`config.mk`:
```
export PLATFORM = sky130hd
export DESIGN_NAME = haversine_great_circle_distance_flat
export DESIGN_NICKNAME = d
export VERILOG_FILES = /design/src/rtl/core/hgd_pkg.sv /design/src/rtl/core/hgd_req_if.sv /design/src/rtl/core/hgd_rsp_if.sv /design/src/rtl/core/haversine_great_circle_distance.sv /design/src/rtl/core/hgd_datapath.sv /design/src/rtl/core/hgd_ctrl.sv /design/src/flat_wrapper.sv
export VERILOG_INCLUDE_DIRS = /design/src /design/src/rtl/core
export SDC_FILE = /design/constraint.sdc
export NUM_CORES = 2
export LEC_CHECK = 0
export CAP_MARGIN = 25
export CORE_ASPECT_RATIO = 0.9
export CORE_MARGIN = 8
export CORE_UTILIZATION = 35
export CTS_CLUSTER_DIAMETER = 100
export DETAILED_ROUTE_END_ITERATION = 12
export DONT_BUFFER_PORTS = 1
export MAX_ROUTING_LAYER = met4
export PLACE_DENSITY = 0.63
export SKIP_LAST_GASP = 1
export SLEW_MARGIN = 20
export SYNTH_ARGS = -nofsm -noshare
export SYNTH_HDL_FRONTEND = slang
export SYNTH_SLANG_ARGS = --single-unit
```
`constraint.sdc`:
```
create_clock -name clock -period 11.06 [get_ports clock]
set_input_delay 3.318 -clock clock [delete_from_list [all_inputs] [get_ports clock]]
set_output_delay 3.318 -clock clock [all_outputs]
set_load 0.03 [all_outputs]
```
`src/rtl/core/assert_macros.svh`:
```
// ----------------------------------------------------------------------------
// Assertion macros
// Shared concurrent assertion wrappers; compiled out with NO_ASSERTIONS.
// ----------------------------------------------------------------------------
`ifndef ASSERT_MACROS_SVH
`define ASSERT_MACROS_SVH
`ifndef NO_ASSERTIONS
`define ASSERT_IMPLIES(lbl, clk, rst, ante, cons, msg) \
   lbl: assert property (@(posedge clk) disable iff (rst) (ante) |-> (cons)) else $error(msg);
`define ASSERT_NEXT(lbl, clk, rst, ante, cons, msg) \
   lbl: assert property (@(posedge clk) disable iff (rst) (ante) |=> (cons)) else $error(msg);
`else
`define ASSERT_IMPLIES(lbl, clk, rst, ante, cons, msg)
`define ASSERT_NEXT(lbl, clk, rst, ante, cons, msg)
`endif
`endif

```
`src/rtl/core/hgd_pkg.sv`:
```
// ----------------------------------------------------------------------------
// Haversine distance package
// Widths, codes, command/status types and the CORDIC arctangent table.
// ----------------------------------------------------------------------------
package hgd_pkg;

   localparam int LAT_W        = 24;
   localparam int LON_W        = 25;
   localparam int DIST_W       = 25;
   localparam int STATUS_W     = 2;
   localparam int ITER_W       = 6;   // holds iteration indexes up to 63
   localparam int CW           = 48;  // CORDIC x/y width
   localparam int AW           = 40;  // CORDIC angle width
   localparam int TAB_W        = 34;
   localparam int UW           = 27;  // folded angle differences

   localparam int ANGLE_FRAC_BITS_DEF   = 16;
   localparam int CORDIC_ITERATIONS_DEF = 32;

   localparam logic [31:0] LAT_LIMIT_DEG = 32'd90;
   localparam logic [31:0] LON_LIMIT_DEG = 32'd180;
   localparam logic [31:0] DEG2RAD_Q36   = 32'd1199381129;
   localparam logic [31:0] CORDIC_GAIN   = 32'd2608131496;
   localparam logic [31:0] TWO_RADIUS_M  = 32'd12742000;
   localparam logic [31:0] DIST_MAX      = 32'd20015087;

   localparam logic [STATUS_W-1:0] ST_OK      = 2'd0;
   localparam logic [STATUS_W-1:0] ST_LAT_BAD = 2'd1;
   localparam logic [STATUS_W-1:0] ST_LON_BAD = 2'd2;

   localparam logic [3:0] OP_NONE     = 4'd0;
   localparam logic [3:0] OP_LOAD     = 4'd1;
   localparam logic [3:0] OP_PREP     = 4'd2;
   localparam logic [3:0] OP_MUL      = 4'd3;
   localparam logic [3:0] OP_ROT_INIT = 4'd4;
   localparam logic [3:0] OP_ITER     = 4'd5;
   localparam logic [3:0] OP_ROT_SAVE = 4'd6;
   localparam logic [3:0] OP_P_SAVE   = 4'd7;
   localparam logic [3:0] OP_VEC_INIT = 4'd8;
   localparam logic [3:0] OP_VEC_SAVE = 4'd9;
   localparam logic [3:0] OP_D_FIRST  = 4'd10;
   localparam logic [3:0] OP_D_ADD    = 4'd11;
   localparam logic [3:0] OP_FINISH   = 4'd12;

   // multiplier operand selects
   localparam logic [2:0] M_UD  = 3'd0;
   localparam logic [2:0] M_US  = 3'd1;
   localparam logic [2:0] M_UL  = 3'd2;
   localparam logic [2:0] M_P0  = 3'd3;
   localparam logic [2:0] M_P1  = 3'd4;
   localparam logic [2:0] M_P2  = 3'd5;
   localparam logic [2:0] M_P3  = 3'd6;
   localparam logic [2:0] M_TLO = 3'd7;
   localparam logic [2:0] M_THI = 3'd0; // shares code 0; the high theta part is selected by cmd.hi, see datapath

   typedef struct packed {
      logic [3:0]        op;
      logic [2:0]        sel;
      logic              hi;    // distance multiply: high part of theta
      logic [ITER_W-1:0] iter;
   } cmd_type;

   typedef struct packed {
      logic [STATUS_W-1:0] code;
      logic                origin_valid;
   } dp_status_type;

   // round(atan(2^-i) * 2^32)
   function automatic logic [TAB_W-1:0] atan_entry(input logic [ITER_W-1:0] i);
      logic [TAB_W-1:0] r;
      case (i)
         6'd0:    r = 34'd3373259426;
         6'd1:    r = 34'd1991351318;
         6'd2:    r = 34'd1052175346;
         6'd3:    r = 34'd534100635;
         6'd4:    r = 34'd268086748;
         6'd5:    r = 34'd134174063;
         6'd6:    r = 34'd67103403;
         6'd7:    r = 34'd33553749;
         6'd8:    r = 34'd16777131;
         6'd9:    r = 34'd8388597;
         6'd10:   r = 34'd4194303;
         default: begin
            if (i <= 6'd32)
               r = 34'd1 << (6'd32 - i);
            else if (i == 6'd33)
               r = 34'd1;
            else
               r = 34'd0;
         end
      endcase
      return r;
   endfunction

endpackage

```
`src/rtl/core/hgd_req_if.sv`:
```
// ----------------------------------------------------------------------------
// Position fix channel
// Valid/ready stream carrying one latitude/longitude fix per beat.
// ----------------------------------------------------------------------------
interface hgd_req_if;
   logic                              valid;
   logic                              ready;
   logic signed [hgd_pkg::LAT_W-1:0]  latitude;
   logic signed [hgd_pkg::LON_W-1:0]  longitude;

   modport source (output valid, output latitude, output longitude, input ready);
   modport sink   (input valid, input latitude, input longitude, output ready);
endinterface

```
`src/rtl/core/hgd_rsp_if.sv`:
```
// ----------------------------------------------------------------------------
// Distance result channel
// Valid/ready stream carrying one distance and status per beat.
// ----------------------------------------------------------------------------
interface hgd_rsp_if;
   logic                            valid;
   logic                            ready;
   logic [hgd_pkg::DIST_W-1:0]      distance_m;
   logic [hgd_pkg::STATUS_W-1:0]    status;

   modport source (output valid, output distance_m, output status, input ready);
   modport sink   (input valid, input distance_m, input status, output ready);
endinterface

```
`src/rtl/core/haversine_great_circle_distance.sv`:
```
// ----------------------------------------------------------------------------
// Haversine great-circle distance
// Distance in metres from a stored origin fix, computed with CORDIC.
// ----------------------------------------------------------------------------
// Usage:
//   req_chan carries one position fix per beat (latitude, longitude in units
//   of 2^-ANGLE_FRAC_BITS degree). rsp_chan returns one beat per fix:
//   distance_m and status (0 ok, 1 latitude bad, 2 longitude bad).
//   The first good fix after reset becomes the origin and returns 0.
//   Bad fixes return 0 and leave the origin untouched.
// Timing:
//   A rejected fix or the origin fix goes from the check state straight to
//   the finish state; for a distance the single shared CORDIC unit runs
//   three rotations and three vectorings back to back, one micro-rotation
//   per cycle, plus the shared multiplier. One fix is in flight at a time;
//   req ready is high only when idle, and the controller returns to idle as
//   the result is presented, so the next fix can be taken while it is held.
// Reset and stall:
//   Reset clears the origin and drops rsp valid. A held result does not
//   block the next fix: it is computed, and only its final write waits until
//   the pending beat is taken.
// ----------------------------------------------------------------------------
module haversine_great_circle_distance #(
   parameter int ANGLE_FRAC_BITS   = hgd_pkg::ANGLE_FRAC_BITS_DEF,
   parameter int CORDIC_ITERATIONS = hgd_pkg::CORDIC_ITERATIONS_DEF
) (
   input  logic        clock,
   input  logic        reset,
   hgd_req_if.sink     req_chan,
   hgd_rsp_if.source   rsp_chan
);

   // command and status between sequencer and datapath
   hgd_pkg::cmd_type       cmd;
   hgd_pkg::dp_status_type dp_status;

   hgd_ctrl #(
      .CORDIC_ITERATIONS (CORDIC_ITERATIONS)
   ) u_ctrl (
      .clock     (clock),
      .reset     (reset),
      .req_valid (req_chan.valid),
      .req_ready (req_chan.ready),
      .rsp_valid (rsp_chan.valid),
      .rsp_ready (rsp_chan.ready),
      .dp_status (dp_status),
      .cmd       (cmd)
   );

   // datapath holds the result register, so the beat is stable while stalled
   hgd_datapath #(
      .ANGLE_FRAC_BITS (ANGLE_FRAC_BITS)
   ) u_dp (
      .clock          (clock),
      .reset          (reset),
      .cmd            (cmd),
      .req_latitude   (req_chan.latitude),
      .req_longitude  (req_chan.longitude),
      .dp_status      (dp_status),
      .rsp_distance_m (rsp_chan.distance_m),
      .rsp_status     (rsp_chan.status)
   );

endmodule

```
`src/rtl/core/hgd_datapath.sv`:
```
// ----------------------------------------------------------------------------
// Haversine datapath
// Origin store, shared CORDIC unit, shared 32x32 multiplier, result register.
// ----------------------------------------------------------------------------
module hgd_datapath #(
   parameter int ANGLE_FRAC_BITS = hgd_pkg::ANGLE_FRAC_BITS_DEF
) (
   input  logic                                clock,
   input  logic                                reset,
   input  hgd_pkg::cmd_type                    cmd,
   input  logic signed [hgd_pkg::LAT_W-1:0]    req_latitude,
   input  logic signed [hgd_pkg::LON_W-1:0]    req_longitude,
   output hgd_pkg::dp_status_type              dp_status,
   output logic [hgd_pkg::DIST_W-1:0]          rsp_distance_m,
   output logic [hgd_pkg::STATUS_W-1:0]        rsp_status
);

   localparam int CW = hgd_pkg::CW;
   localparam int AW = hgd_pkg::AW;
   localparam int UW = hgd_pkg::UW;
   localparam int SH = 5 + ANGLE_FRAC_BITS;
   localparam logic signed [31:0] LAT_LIM = 32'(hgd_pkg::LAT_LIMIT_DEG << ANGLE_FRAC_BITS);
   localparam logic signed [31:0] LON_LIM = 32'(hgd_pkg::LON_LIMIT_DEG << ANGLE_FRAC_BITS);
   localparam logic [31:0] LON_FULL = 32'(LON_LIM) << 1;

   function automatic logic [31:0] clamp_q32(input logic signed [CW-1:0] v);
      logic [31:0] r;
      if (v < 0)
         r = 32'd0;
      else if (v > $signed({{(CW-32){1'b0}}, 32'hFFFF_FFFF}))
         r = 32'hFFFF_FFFF;
      else
         r = v[31:0];
      return r;
   endfunction

   logic signed [hgd_pkg::LAT_W-1:0] lat_ff, olat_ff;
   logic signed [hgd_pkg::LON_W-1:0] lon_ff, olon_ff;
   logic                             ovalid_ff;
   logic [UW-1:0]                    ud_ff, us_ff, ul_ff;
   logic [63:0]                      prod_ff, acc_ff;
   logic signed [CW-1:0]             x_ff, y_ff;
   logic signed [AW-1:0]             z_ff, theta_ff;
   logic                             rot_ff;
   logic [31:0]                      sd_ff, cd_ff, ss_ff, cs_ff, sh_ff, ch_ff;
   logic [31:0]                      p0_ff, p1_ff, p2_ff, p3_ff;
   logic signed [CW-1:0]             m1_ff;
   logic [hgd_pkg::DIST_W-1:0]       dist_ff;
   logic [hgd_pkg::STATUS_W-1:0]     status_ff;

   logic [hgd_pkg::STATUS_W-1:0]     code;
   logic signed [UW-1:0]             dlat, slat, dlon;
   logic [UW-1:0]                    ud_in, us_in, ul_abs, ul_in;
   logic [31:0]                      mul_a, mul_b;
   logic signed [CW-1:0]             dx, dy;
   logic signed [AW-1:0]             tab;
   logic                             down;
   logic [63:0]                      rnd_ang, rnd_p;
   logic [31:0]                      dist_full;

   // range check, latitude first
   always_comb begin
      if ((32'(lat_ff) < -LAT_LIM) || (32'(lat_ff) > LAT_LIM))
         code = hgd_pkg::ST_LAT_BAD;
      else if ((32'(lon_ff) < -LON_LIM) || (32'(lon_ff) > LON_LIM))
         code = hgd_pkg::ST_LON_BAD;
      else
         code = hgd_pkg::ST_OK;
   end
   assign dp_status.code         = code;
   assign dp_status.origin_valid = ovalid_ff;

   // angle differences, longitude folded into [0,180]
   always_comb begin
      dlat   = UW'(lat_ff) - UW'(olat_ff);
      slat   = UW'(lat_ff) + UW'(olat_ff);
      dlon   = UW'(lon_ff) - UW'(olon_ff);
      ud_in  = dlat < 0 ? UW'(-dlat) : UW'(dlat);
      us_in  = slat < 0 ? UW'(-slat) : UW'(slat);
      ul_abs = dlon < 0 ? UW'(-dlon) : UW'(dlon);
      ul_in  = (32'(ul_abs) > 32'(LON_LIM)) ? UW'(LON_FULL - 32'(ul_abs)) : ul_abs;
   end

   // shared multiplier operand select
   always_comb begin
      mul_a = 32'd0;
      mul_b = 32'd0;
      if (cmd.hi) begin
         mul_a = 32'(theta_ff[AW-2:18]);
         mul_b = hgd_pkg::TWO_RADIUS_M;
      end else begin
         case (cmd.sel)
            hgd_pkg::M_UD:  begin mul_a = 32'(ud_ff); mul_b = hgd_pkg::DEG2RAD_Q36; end
            hgd_pkg::M_US:  begin mul_a = 32'(us_ff); mul_b = hgd_pkg::DEG2RAD_Q36; end
            hgd_pkg::M_UL:  begin mul_a = 32'(ul_ff); mul_b = hgd_pkg::DEG2RAD_Q36; end
            hgd_pkg::M_P0:  begin mul_a = sd_ff; mul_b = ch_ff; end
            hgd_pkg::M_P1:  begin mul_a = cs_ff; mul_b = sh_ff; end
            hgd_pkg::M_P2:  begin mul_a = cd_ff; mul_b = ch_ff; end
            hgd_pkg::M_P3:  begin mul_a = ss_ff; mul_b = sh_ff; end
            hgd_pkg::M_TLO: begin mul_a = 32'(theta_ff[17:0]); mul_b = hgd_pkg::TWO_RADIUS_M; end
            default:        begin mul_a = 32'd0; mul_b = 32'd0; end
         endcase
      end
   end

   // one CORDIC micro-rotation; rotation and vectoring share the update
   always_comb begin
      dx   = y_ff >>> cmd.iter;
      dy   = x_ff >>> cmd.iter;
      tab  = AW'(hgd_pkg::atan_entry(cmd.iter));
      down = rot_ff ? (z_ff >= 0) : (y_ff <= 0);
   end

   assign rnd_ang   = prod_ff + (64'd1 << (SH - 1));
   assign rnd_p     = prod_ff + 64'h8000_0000;
   assign dist_full = acc_ff[63:32];

   always_ff @(posedge clock) begin
      if (reset) begin
         ovalid_ff <= 1'b0;
         olat_ff   <= '0;
         olon_ff   <= '0;
      end else begin
         if ((cmd.op == hgd_pkg::OP_FINISH) && (code == hgd_pkg::ST_OK) && !ovalid_ff) begin
            ovalid_ff <= 1'b1;
            olat_ff   <= lat_ff;
            olon_ff   <= lon_ff;
         end
      end
   end

   always_ff @(posedge clock) begin
      case (cmd.op)
         hgd_pkg::OP_LOAD: begin
            lat_ff <= req_latitude;
            lon_ff <= req_longitude;
         end
         hgd_pkg::OP_PREP: begin
            ud_ff <= ud_in;
            us_ff <= us_in;
            ul_ff <= ul_in;
         end
         hgd_pkg::OP_MUL: prod_ff <= mul_a * mul_b;
         hgd_pkg::OP_ROT_INIT: begin
            x_ff   <= CW'(hgd_pkg::CORDIC_GAIN);
            y_ff   <= '0;
            z_ff   <= AW'(rnd_ang >> SH);
            rot_ff <= 1'b1;
         end
         hgd_pkg::OP_ITER: begin
            if (down) begin
               x_ff <= x_ff - dx;
               y_ff <= y_ff + dy;
               z_ff <= z_ff - tab;
            end else begin
               x_ff <= x_ff + dx;
               y_ff <= y_ff - dy;
               z_ff <= z_ff + tab;
            end
         end
         hgd_pkg::OP_ROT_SAVE: begin
            case (cmd.sel)
               3'd0:    begin sd_ff <= clamp_q32(y_ff); cd_ff <= clamp_q32(x_ff); end
               3'd1:    begin ss_ff <= clamp_q32(y_ff); cs_ff <= clamp_q32(x_ff); end
               default: begin sh_ff <= clamp_q32(y_ff); ch_ff <= clamp_q32(x_ff); end
            endcase
         end
         hgd_pkg::OP_P_SAVE: begin
            case (cmd.sel)
               3'd0:    p0_ff <= rnd_p[63:32];
               3'd1:    p1_ff <= rnd_p[63:32];
               3'd2:    p2_ff <= rnd_p[63:32];
               default: p3_ff <= rnd_p[63:32];
            endcase
         end
         hgd_pkg::OP_VEC_INIT: begin
            rot_ff <= 1'b0;
            z_ff   <= '0;
            case (cmd.sel)
               3'd0:    begin x_ff <= CW'(p0_ff); y_ff <= CW'(p1_ff); end
               3'd1:    begin x_ff <= CW'(p2_ff); y_ff <= CW'(p3_ff); end
               default: begin y_ff <= m1_ff; end   // x holds the second magnitude
            endcase
         end
         hgd_pkg::OP_VEC_SAVE: begin
            case (cmd.sel)
               3'd0:    m1_ff <= x_ff;
               3'd2:    theta_ff <= (z_ff < 0) ? '0 : z_ff;
               default: ;
            endcase
         end
         hgd_pkg::OP_D_FIRST: acc_ff <= prod_ff + 64'h8000_0000;
         hgd_pkg::OP_D_ADD:   acc_ff <= acc_ff + (prod_ff << 18);
         hgd_pkg::OP_FINISH: begin
            status_ff <= code;
            if ((code != hgd_pkg::ST_OK) || !ovalid_ff)
               dist_ff <= '0;
            else if (dist_full > hgd_pkg::DIST_MAX)
               dist_ff <= hgd_pkg::DIST_W'(hgd_pkg::DIST_MAX);
            else
               dist_ff <= dist_full[hgd_pkg::DIST_W-1:0];
         end
         default: ;
      endcase
   end

   assign rsp_distance_m = dist_ff;
   assign rsp_status     = status_ff;

endmodule

```
`src/rtl/core/hgd_ctrl.sv`:
```
// ----------------------------------------------------------------------------
// Haversine controller
// Sequences the datapath through three rotations, four products, three
// vectorings and the distance scaling; owns both handshakes.
// ----------------------------------------------------------------------------
`include "assert_macros.svh"

module hgd_ctrl #(
   parameter int CORDIC_ITERATIONS = hgd_pkg::CORDIC_ITERATIONS_DEF
) (
   input  logic                   clock,
   input  logic                   reset,
   input  logic                   req_valid,
   output logic                   req_ready,
   output logic                   rsp_valid,
   input  logic                   rsp_ready,
   input  hgd_pkg::dp_status_type dp_status,
   output hgd_pkg::cmd_type       cmd
);

   localparam int IW = hgd_pkg::ITER_W;
   localparam logic [IW-1:0] LAST_IT = IW'(CORDIC_ITERATIONS - 1);

   localparam logic [3:0] S_IDLE   = 4'd0;
   localparam logic [3:0] S_CHECK  = 4'd1;
   localparam logic [3:0] S_HMUL   = 4'd2;
   localparam logic [3:0] S_RINIT  = 4'd3;
   localparam logic [3:0] S_RITER  = 4'd4;
   localparam logic [3:0] S_RSAVE  = 4'd5;
   localparam logic [3:0] S_PMUL   = 4'd6;
   localparam logic [3:0] S_PSAVE  = 4'd7;
   localparam logic [3:0] S_VINIT  = 4'd8;
   localparam logic [3:0] S_VITER  = 4'd9;
   localparam logic [3:0] S_VSAVE  = 4'd10;
   localparam logic [3:0] S_DLO    = 4'd11;
   localparam logic [3:0] S_DFIRST = 4'd12;
   localparam logic [3:0] S_DHI    = 4'd13;
   localparam logic [3:0] S_DADD   = 4'd14;
   localparam logic [3:0] S_FIN    = 4'd15;

   logic [3:0]    state_ff, state_in;
   logic [IW-1:0] it_ff, it_in;
   logic [1:0]    idx_ff, idx_in;
   logic          rsp_valid_ff, rsp_valid_in;
   logic          out_free;

   assign out_free  = !rsp_valid_ff || rsp_ready;
   assign req_ready = (state_ff == S_IDLE);
   assign rsp_valid = rsp_valid_ff;

   always_comb begin
      state_in     = state_ff;
      it_in        = it_ff;
      idx_in       = idx_ff;
      rsp_valid_in = rsp_valid_ff && !rsp_ready;
      cmd          = '{op: hgd_pkg::OP_NONE, sel: 3'd0, hi: 1'b0, iter: it_ff};
      case (state_ff)
         S_IDLE: begin
            if (req_valid) begin
               cmd.op   = hgd_pkg::OP_LOAD;
               state_in = S_CHECK;
            end
         end
         S_CHECK: begin
            idx_in = 2'd0;
            if ((dp_status.code != hgd_pkg::ST_OK) || !dp_status.origin_valid) begin
               state_in = S_FIN;
            end else begin
               cmd.op   = hgd_pkg::OP_PREP;
               state_in = S_HMUL;
            end
         end
         S_HMUL: begin
            cmd.op   = hgd_pkg::OP_MUL;
            cmd.sel  = hgd_pkg::M_UD + 3'(idx_ff);
            state_in = S_RINIT;
         end
         S_RINIT: begin
            cmd.op   = hgd_pkg::OP_ROT_INIT;
            it_in    = '0;
            state_in = S_RITER;
         end
         S_RITER: begin
            cmd.op = hgd_pkg::OP_ITER;
            it_in  = it_ff + 1'b1;
            if (it_ff == LAST_IT)
               state_in = S_RSAVE;
         end
         S_RSAVE: begin
            cmd.op  = hgd_pkg::OP_ROT_SAVE;
            cmd.sel = 3'(idx_ff);
            if (idx_ff == 2'd2) begin
               idx_in   = 2'd0;
               state_in = S_PMUL;
            end else begin
               idx_in   = idx_ff + 1'b1;
               state_in = S_HMUL;
            end
         end
         S_PMUL: begin
            cmd.op   = hgd_pkg::OP_MUL;
            cmd.sel  = hgd_pkg::M_P0 + 3'(idx_ff);
            state_in = S_PSAVE;
         end
         S_PSAVE: begin
            cmd.op  = hgd_pkg::OP_P_SAVE;
            cmd.sel = 3'(idx_ff);
            idx_in  = idx_ff + 1'b1;
            if (idx_ff == 2'd3) begin
               idx_in   = 2'd0;
               state_in = S_VINIT;
            end else begin
               state_in = S_PMUL;
            end
         end
         S_VINIT: begin
            cmd.op   = hgd_pkg::OP_VEC_INIT;
            cmd.sel  = 3'(idx_ff);
            it_in    = '0;
            state_in = S_VITER;
         end
         S_VITER: begin
            cmd.op = hgd_pkg::OP_ITER;
            it_in  = it_ff + 1'b1;
            if (it_ff == LAST_IT)
               state_in = S_VSAVE;
         end
         S_VSAVE: begin
            cmd.op  = hgd_pkg::OP_VEC_SAVE;
            cmd.sel = 3'(idx_ff);
            if (idx_ff == 2'd2) begin
               state_in = S_DLO;
            end else begin
               idx_in   = idx_ff + 1'b1;
               state_in = S_VINIT;
            end
         end
         S_DLO: begin
            cmd.op   = hgd_pkg::OP_MUL;
            cmd.sel  = hgd_pkg::M_TLO;
            state_in = S_DFIRST;
         end
         S_DFIRST: begin
            cmd.op   = hgd_pkg::OP_D_FIRST;
            state_in = S_DHI;
         end
         S_DHI: begin
            cmd.op   = hgd_pkg::OP_MUL;
            cmd.hi   = 1'b1;
            state_in = S_DADD;
         end
         S_DADD: begin
            cmd.op   = hgd_pkg::OP_D_ADD;
            state_in = S_FIN;
         end
         S_FIN: begin
            if (out_free) begin
               cmd.op       = hgd_pkg::OP_FINISH;
               rsp_valid_in = 1'b1;
               state_in     = S_IDLE;
            end
         end
         default: state_in = S_IDLE;
      endcase
   end

   always_ff @(posedge clock) begin
      if (reset) begin
         state_ff     <= S_IDLE;
         it_ff        <= '0;
         idx_ff       <= 2'd0;
         rsp_valid_ff <= 1'b0;
      end else begin
         state_ff     <= state_in;
         it_ff        <= it_in;
         idx_ff       <= idx_in;
         rsp_valid_ff <= rsp_valid_in;
      end
   end

   `ASSERT_IMPLIES(a_finish_free, clock, reset, cmd.op == hgd_pkg::OP_FINISH, out_free, "result overwritten while held")
   `ASSERT_NEXT(a_accept_check, clock, reset, req_valid && req_ready, state_ff == S_CHECK && !req_ready, "accepted beat not checked")
   `ASSERT_IMPLIES(a_iter_bound, clock, reset, state_ff == S_RITER || state_ff == S_VITER, it_ff <= LAST_IT, "CORDIC count overran")
   `ASSERT_NEXT(a_fin_valid, clock, reset, cmd.op == hgd_pkg::OP_FINISH, rsp_valid, "finished beat not presented")

endmodule

```
`src/flat_wrapper.sv`:
```
// flat-port wrapper written by rule: the top's interface ports become plain ports
module haversine_great_circle_distance_flat 
#(
   parameter int ANGLE_FRAC_BITS   = hgd_pkg::ANGLE_FRAC_BITS_DEF,
   parameter int CORDIC_ITERATIONS = hgd_pkg::CORDIC_ITERATIONS_DEF
)
  (clock, reset, req_chan_valid, req_chan_latitude, req_chan_longitude, req_chan_ready, rsp_chan_valid, rsp_chan_distance_m, rsp_chan_status, rsp_chan_ready);
  hgd_req_if req_chan_i ();
  hgd_rsp_if rsp_chan_i ();
  input  logic clock;
  input  logic reset;
  input wire logic [$bits(req_chan_i.valid)-1:0] req_chan_valid;
  input wire logic [$bits(req_chan_i.latitude)-1:0] req_chan_latitude;
  input wire logic [$bits(req_chan_i.longitude)-1:0] req_chan_longitude;
  output wire logic [$bits(req_chan_i.ready)-1:0] req_chan_ready;
  output wire logic [$bits(rsp_chan_i.valid)-1:0] rsp_chan_valid;
  output wire logic [$bits(rsp_chan_i.distance_m)-1:0] rsp_chan_distance_m;
  output wire logic [$bits(rsp_chan_i.status)-1:0] rsp_chan_status;
  input wire logic [$bits(rsp_chan_i.ready)-1:0] rsp_chan_ready;
  assign req_chan_i.valid = req_chan_valid;
  assign req_chan_i.latitude = req_chan_latitude;
  assign req_chan_i.longitude = req_chan_longitude;
  assign req_chan_ready = req_chan_i.ready;
  assign rsp_chan_valid = rsp_chan_i.valid;
  assign rsp_chan_distance_m = rsp_chan_i.distance_m;
  assign rsp_chan_status = rsp_chan_i.status;
  assign rsp_chan_i.ready = rsp_chan_ready;
  haversine_great_circle_distance #(.ANGLE_FRAC_BITS(ANGLE_FRAC_BITS), .CORDIC_ITERATIONS(CORDIC_ITERATIONS)) u_core (.clock(clock), .reset(reset), .req_chan(req_chan_i), .rsp_chan(rsp_chan_i));
endmodule
```
==> impl_metrics.json <==
{
  "critPathCapture": "u_core.u_dp.prod_ff[59]",
  "synthesis.area_um2": 91700,
  "postPlaceCellArea_um2": 99700,
  "worstReg2RegEnd": "u_core.u_dp.prod_ff[59]",
  "critPathLaunch": "u_core.u_ctrl.idx_ff[0]",
  "setup_viol": 0,
  "drive_above_1_share_pct": 11.1,
  "avgViaCountPerCell": 5.64,
  "dieWidth_um": 556,
  "ant_nets": 0,
  "yosysWarnings": 0,
  "grt_max_degree": 81,
  "grt_pass1_vias": 77000,
  "fmax_ghz": 0.0929,
  "finalCriticalPeriod_ps": 10770,
  "hold_depth": 2,
  "rsz0062_at_grt": "yes",
  "die_area_um2": 279000,
  "ctsHoldBuffers": 0,
  "period_share_pct": 97.4,
  "cp.arrival_ps": 11270,
  "ios": 82,
  "routedWlPerCell_um": 27.1,
  "ys.flop_type": "edfxtp_1",
  "ys_ff_latch": 873,
  "max-slew-margin-rel_pct": 21.1,
  "core_um2": 261000,
  "clockRootBuffer": "clkbuf_16",
  "rrSetupSlack_ps": 290,
  "wl_um": 369000,
  "cp-end-kind": "flop",
  "worst_pin_slew_ps": 1170,
  "cts_tree": "built",
  "hold_class": "flop to flop",
  "grt_pass1_wl_um": 536000,
  "place.gp.congestion": 1.05,
  "clockBufferDepth": 3,
  "grt.total_usage_pct": 26.7,
  "start_kind": "flop",
  "final_cells": 13600,
  "cts_made_buffers": 102,
  "num_rows": 178,
  "async_reset_ff_share_pct": 0,
  "synth_edf_count": 810,
  "synth_cell_type_count": 100,
  "drc_errors": 0,
  "portBuffers": 0,
  "avgSynthCellArea_um2": 9.37,
  "worstPathRequired_ps": 11560,
  "final_cell_area_um2": 104000,
  "h-tree-depth": 3,
  "slowest_delay_ps": 640,
  "hold_viol_final": 0,
  "clock_skew_ps": 63.1,
  "drv_slew": 0,
  "outcome": "finished clean",
  "clock_latency_ps": 790,
  "ys_seq_area_share_pct": 27.9,
  "grt_overflow": 0,
  "reg2reg_depth": 44,
  "first_pass_iters": 8,
  "dp.cells": 13400,
  "worstPathMaxFanout": 9,
  "cp_slowest_cell": "fa_2",
  "clk_pin_slew_worst_paths_ps": 60,
  "reg2reg_from": "u_core.u_ctrl.idx_ff[0]",
  "hp-start": "u_core.u_dp.olon_ff[4]",
  "drt_iter0_drc": 8549,
  "start_util_pct": 35.1,
  "die_h_um": 502,
  "nNetsFinal": 11500,
  "antenna_found_initial": 23,
  "area_delta_synth_final_pct": 12.9,
  "critPathKind": "flop to flop",
  "drv_cap": 0,
  "cpMostUsedCell": "fa_1",
  "num_vias": 76900,
  "cts_sinks": 873,
  "syn_inst": 9795,
  "tns_ps": 0,
  "hpwl_um": 300000
}
placed cells by master, fill, tap and decap left out, types with 22 or more instances in the layout:
cell type / n
and2_1: 50
a221oi_1: 34
nand2_1: 1125
and3_1: 55
a21oi_1: 590
a21boi_0: 23
nand3_1: 109
buf_4: 532
xnor2_1: 303
dfxtp_1: 56
ha_1: 533
xor2_1: 240
a22oi_1: 25
a221o_1: 22
a211oi_1: 46
o21ai_0: 366
edfxtp_1: 810
a31oi_1: 64
o21a_1: 44
or3_1: 41
nand2b_1: 81
fa_1: 900
o22ai_1: 85
o211ai_1: 49
a21o_1: 169
nand4_1: 60
inv_1: 1164
o31ai_1: 42
or2_2: 25
nor3_1: 103
nor2_1: 1209
o21bai_1: 44
mux4_2: 140
clkbuf_16: 105
nor4_1: 47
mux2i_1: 111
mux2_2: 54
buf_12: 57
nor2b_1: 87
metal layers:
layer  part of all wire, %  vias up  track usage [%]
met4                   6.4        0             14.0
met2                    45     3509             40.7
met3                   8.2      760             4.66
met5                     0        -                -
li1                      -    33800                -
met1                    41    38900             34.0
synth_stat cells (18+ instances only):
cell | number | share of area (%)
xnor2_1 | 303 | 2.9
xor2_1 | 240 | 2.3
o22ai_1 | 96 | 0.65
and3_1 | 57 | 0.39
buf_2 | 22 | 0.12
nand3_1 | 111 | 0.61
o21ai_0 | 375 | 2.0
a221oi_1 | 38 | 0.36
a221o_1 | 22 | 0.24
mux2_2 | 54 | 0.66
a21o_1 | 170 | 1.4
mux2i_1 | 111 | 1.2
a21oi_1 | 602 | 3.3
nor3_1 | 109 | 0.59
o21a_1 | 45 | 0.37
nand2_1 | 1131 | 4.6
o21bai_1 | 45 | 0.37
fa_1 | 903 | 20
or3_1 | 42 | 0.29
inv_1 | 1165 | 4.8
dfxtp_1 | 63 | 1.4
mux4_2 | 140 | 3.4
nor4_1 | 49 | 0.33
ha_1 | 533 | 7.3
edfxtp_1 | 810 | 27
o22a_1 | 18 | 0.17
buf_1 | 48 | 0.20
nand2b_1 | 81 | 0.55
or2_2 | 26 | 0.18
a31oi_1 | 66 | 0.45
a211oi_1 | 46 | 0.38
nor2_1 | 1228 | 5.0
a21boi_0 | 24 | 0.20
nor2b_1 | 89 | 0.61
o211ai_1 | 49 | 0.40
a22oi_1 | 27 | 0.22
and2_1 | 51 | 0.35
clkbuf_1 | 381 | 1.6
o31ai_1 | 43 | 0.35
nand4_1 | 60 | 0.41
logic make-up (layout without fill, tap and decap cells):
group | Yosys count | after routing | share of synthesized area, %
AO/OA/AOI/OAI | 1870 | 1870 | 12.9
XOR/XNOR | 543 | 543 | 5.18
adder cells (fa/ha/maj) | 1440 | 1440 | 27.0
buffers and inverters | 1641 | 1955 | 6.84
flip-flops | 873 | 873 | 27.9
multiplexers | 308 | 308 | 5.40
other | 1 | 19 | 0.00409
AND/OR/NAND/NOR | 3119 | 3119 | 14.8
flip-flops by register name, indices dropped and copies added, names as in the netlist, 39 cells and up:
name,flops
u_core.u_dp.m1_ff,48
u_core.u_dp.x_ff,48
u_core.u_dp.theta_ff,39
u_core.u_dp.prod_ff,64
u_core.u_dp.y_ff,48
u_core.u_dp.acc_ff,46
u_core.u_dp.z_ff,40
repair_timing:
action,4_1_cts,5_1_grt
gates resized for setup,8,52
pin swaps,3,12
setup endpoints to repair,8,29
setup buffers,1,7
cell type report:
cell class                      count  area, um^2
Clock inverter                     71         852
Sequential cell                   873       25600
Tap cell                         3510        4390
Clock buffer                      116        2680
Multi-Input combinational cell   7284       60400
Timing Repair Buffer              596        5230
Inverter                         1172        4400
Fill cell                       25800      157000
Antenna cell                       15        37.5
metrics by stage:
stage / utilization (%) / worst slack (ps) / hold slack (ps)
2_1_floorplan: - / 633 / 436
3_3_place_gp: 38.2 / -388 / 438
3_5_place_dp: 38.2 / -304 / 440
4_1_cts: 39.6 / -11.4 / 448
5_1_grt: 39.7 / -46.8 / 461
6_report: 39.7 / 290 / 449
critical path: cells and delay by family, from the launching register on:
family                   cells  cell delay [ps]
buffers and inverters       10             1000
flip-flops                   1              330
XOR/XNOR                     1              140
AO/OA/AOI/OAI               15             3280
AND/OR/NAND/NOR              8             1100
adder cells (fa/ha/maj)     10             4680
worst min path at each step:
stage | end | slack (ps)
2_1_floorplan | u_core.u_dp.olon_ff[10] | 440
3_3_place_gp | u_core.u_dp.olon_ff[3] | 440
3_5_place_dp | u_core.u_dp.olon_ff[16] | 440
4_1_cts | u_core.u_dp.olon_ff[3] | 450
5_1_grt | u_core.u_dp.olon_ff[2] | 460
6_report | u_core.u_dp.olon_ff[4] | 450
Power is not shown: default switching activity piles up to over one toggle a cycle in this logic, so the estimate is an artifact.
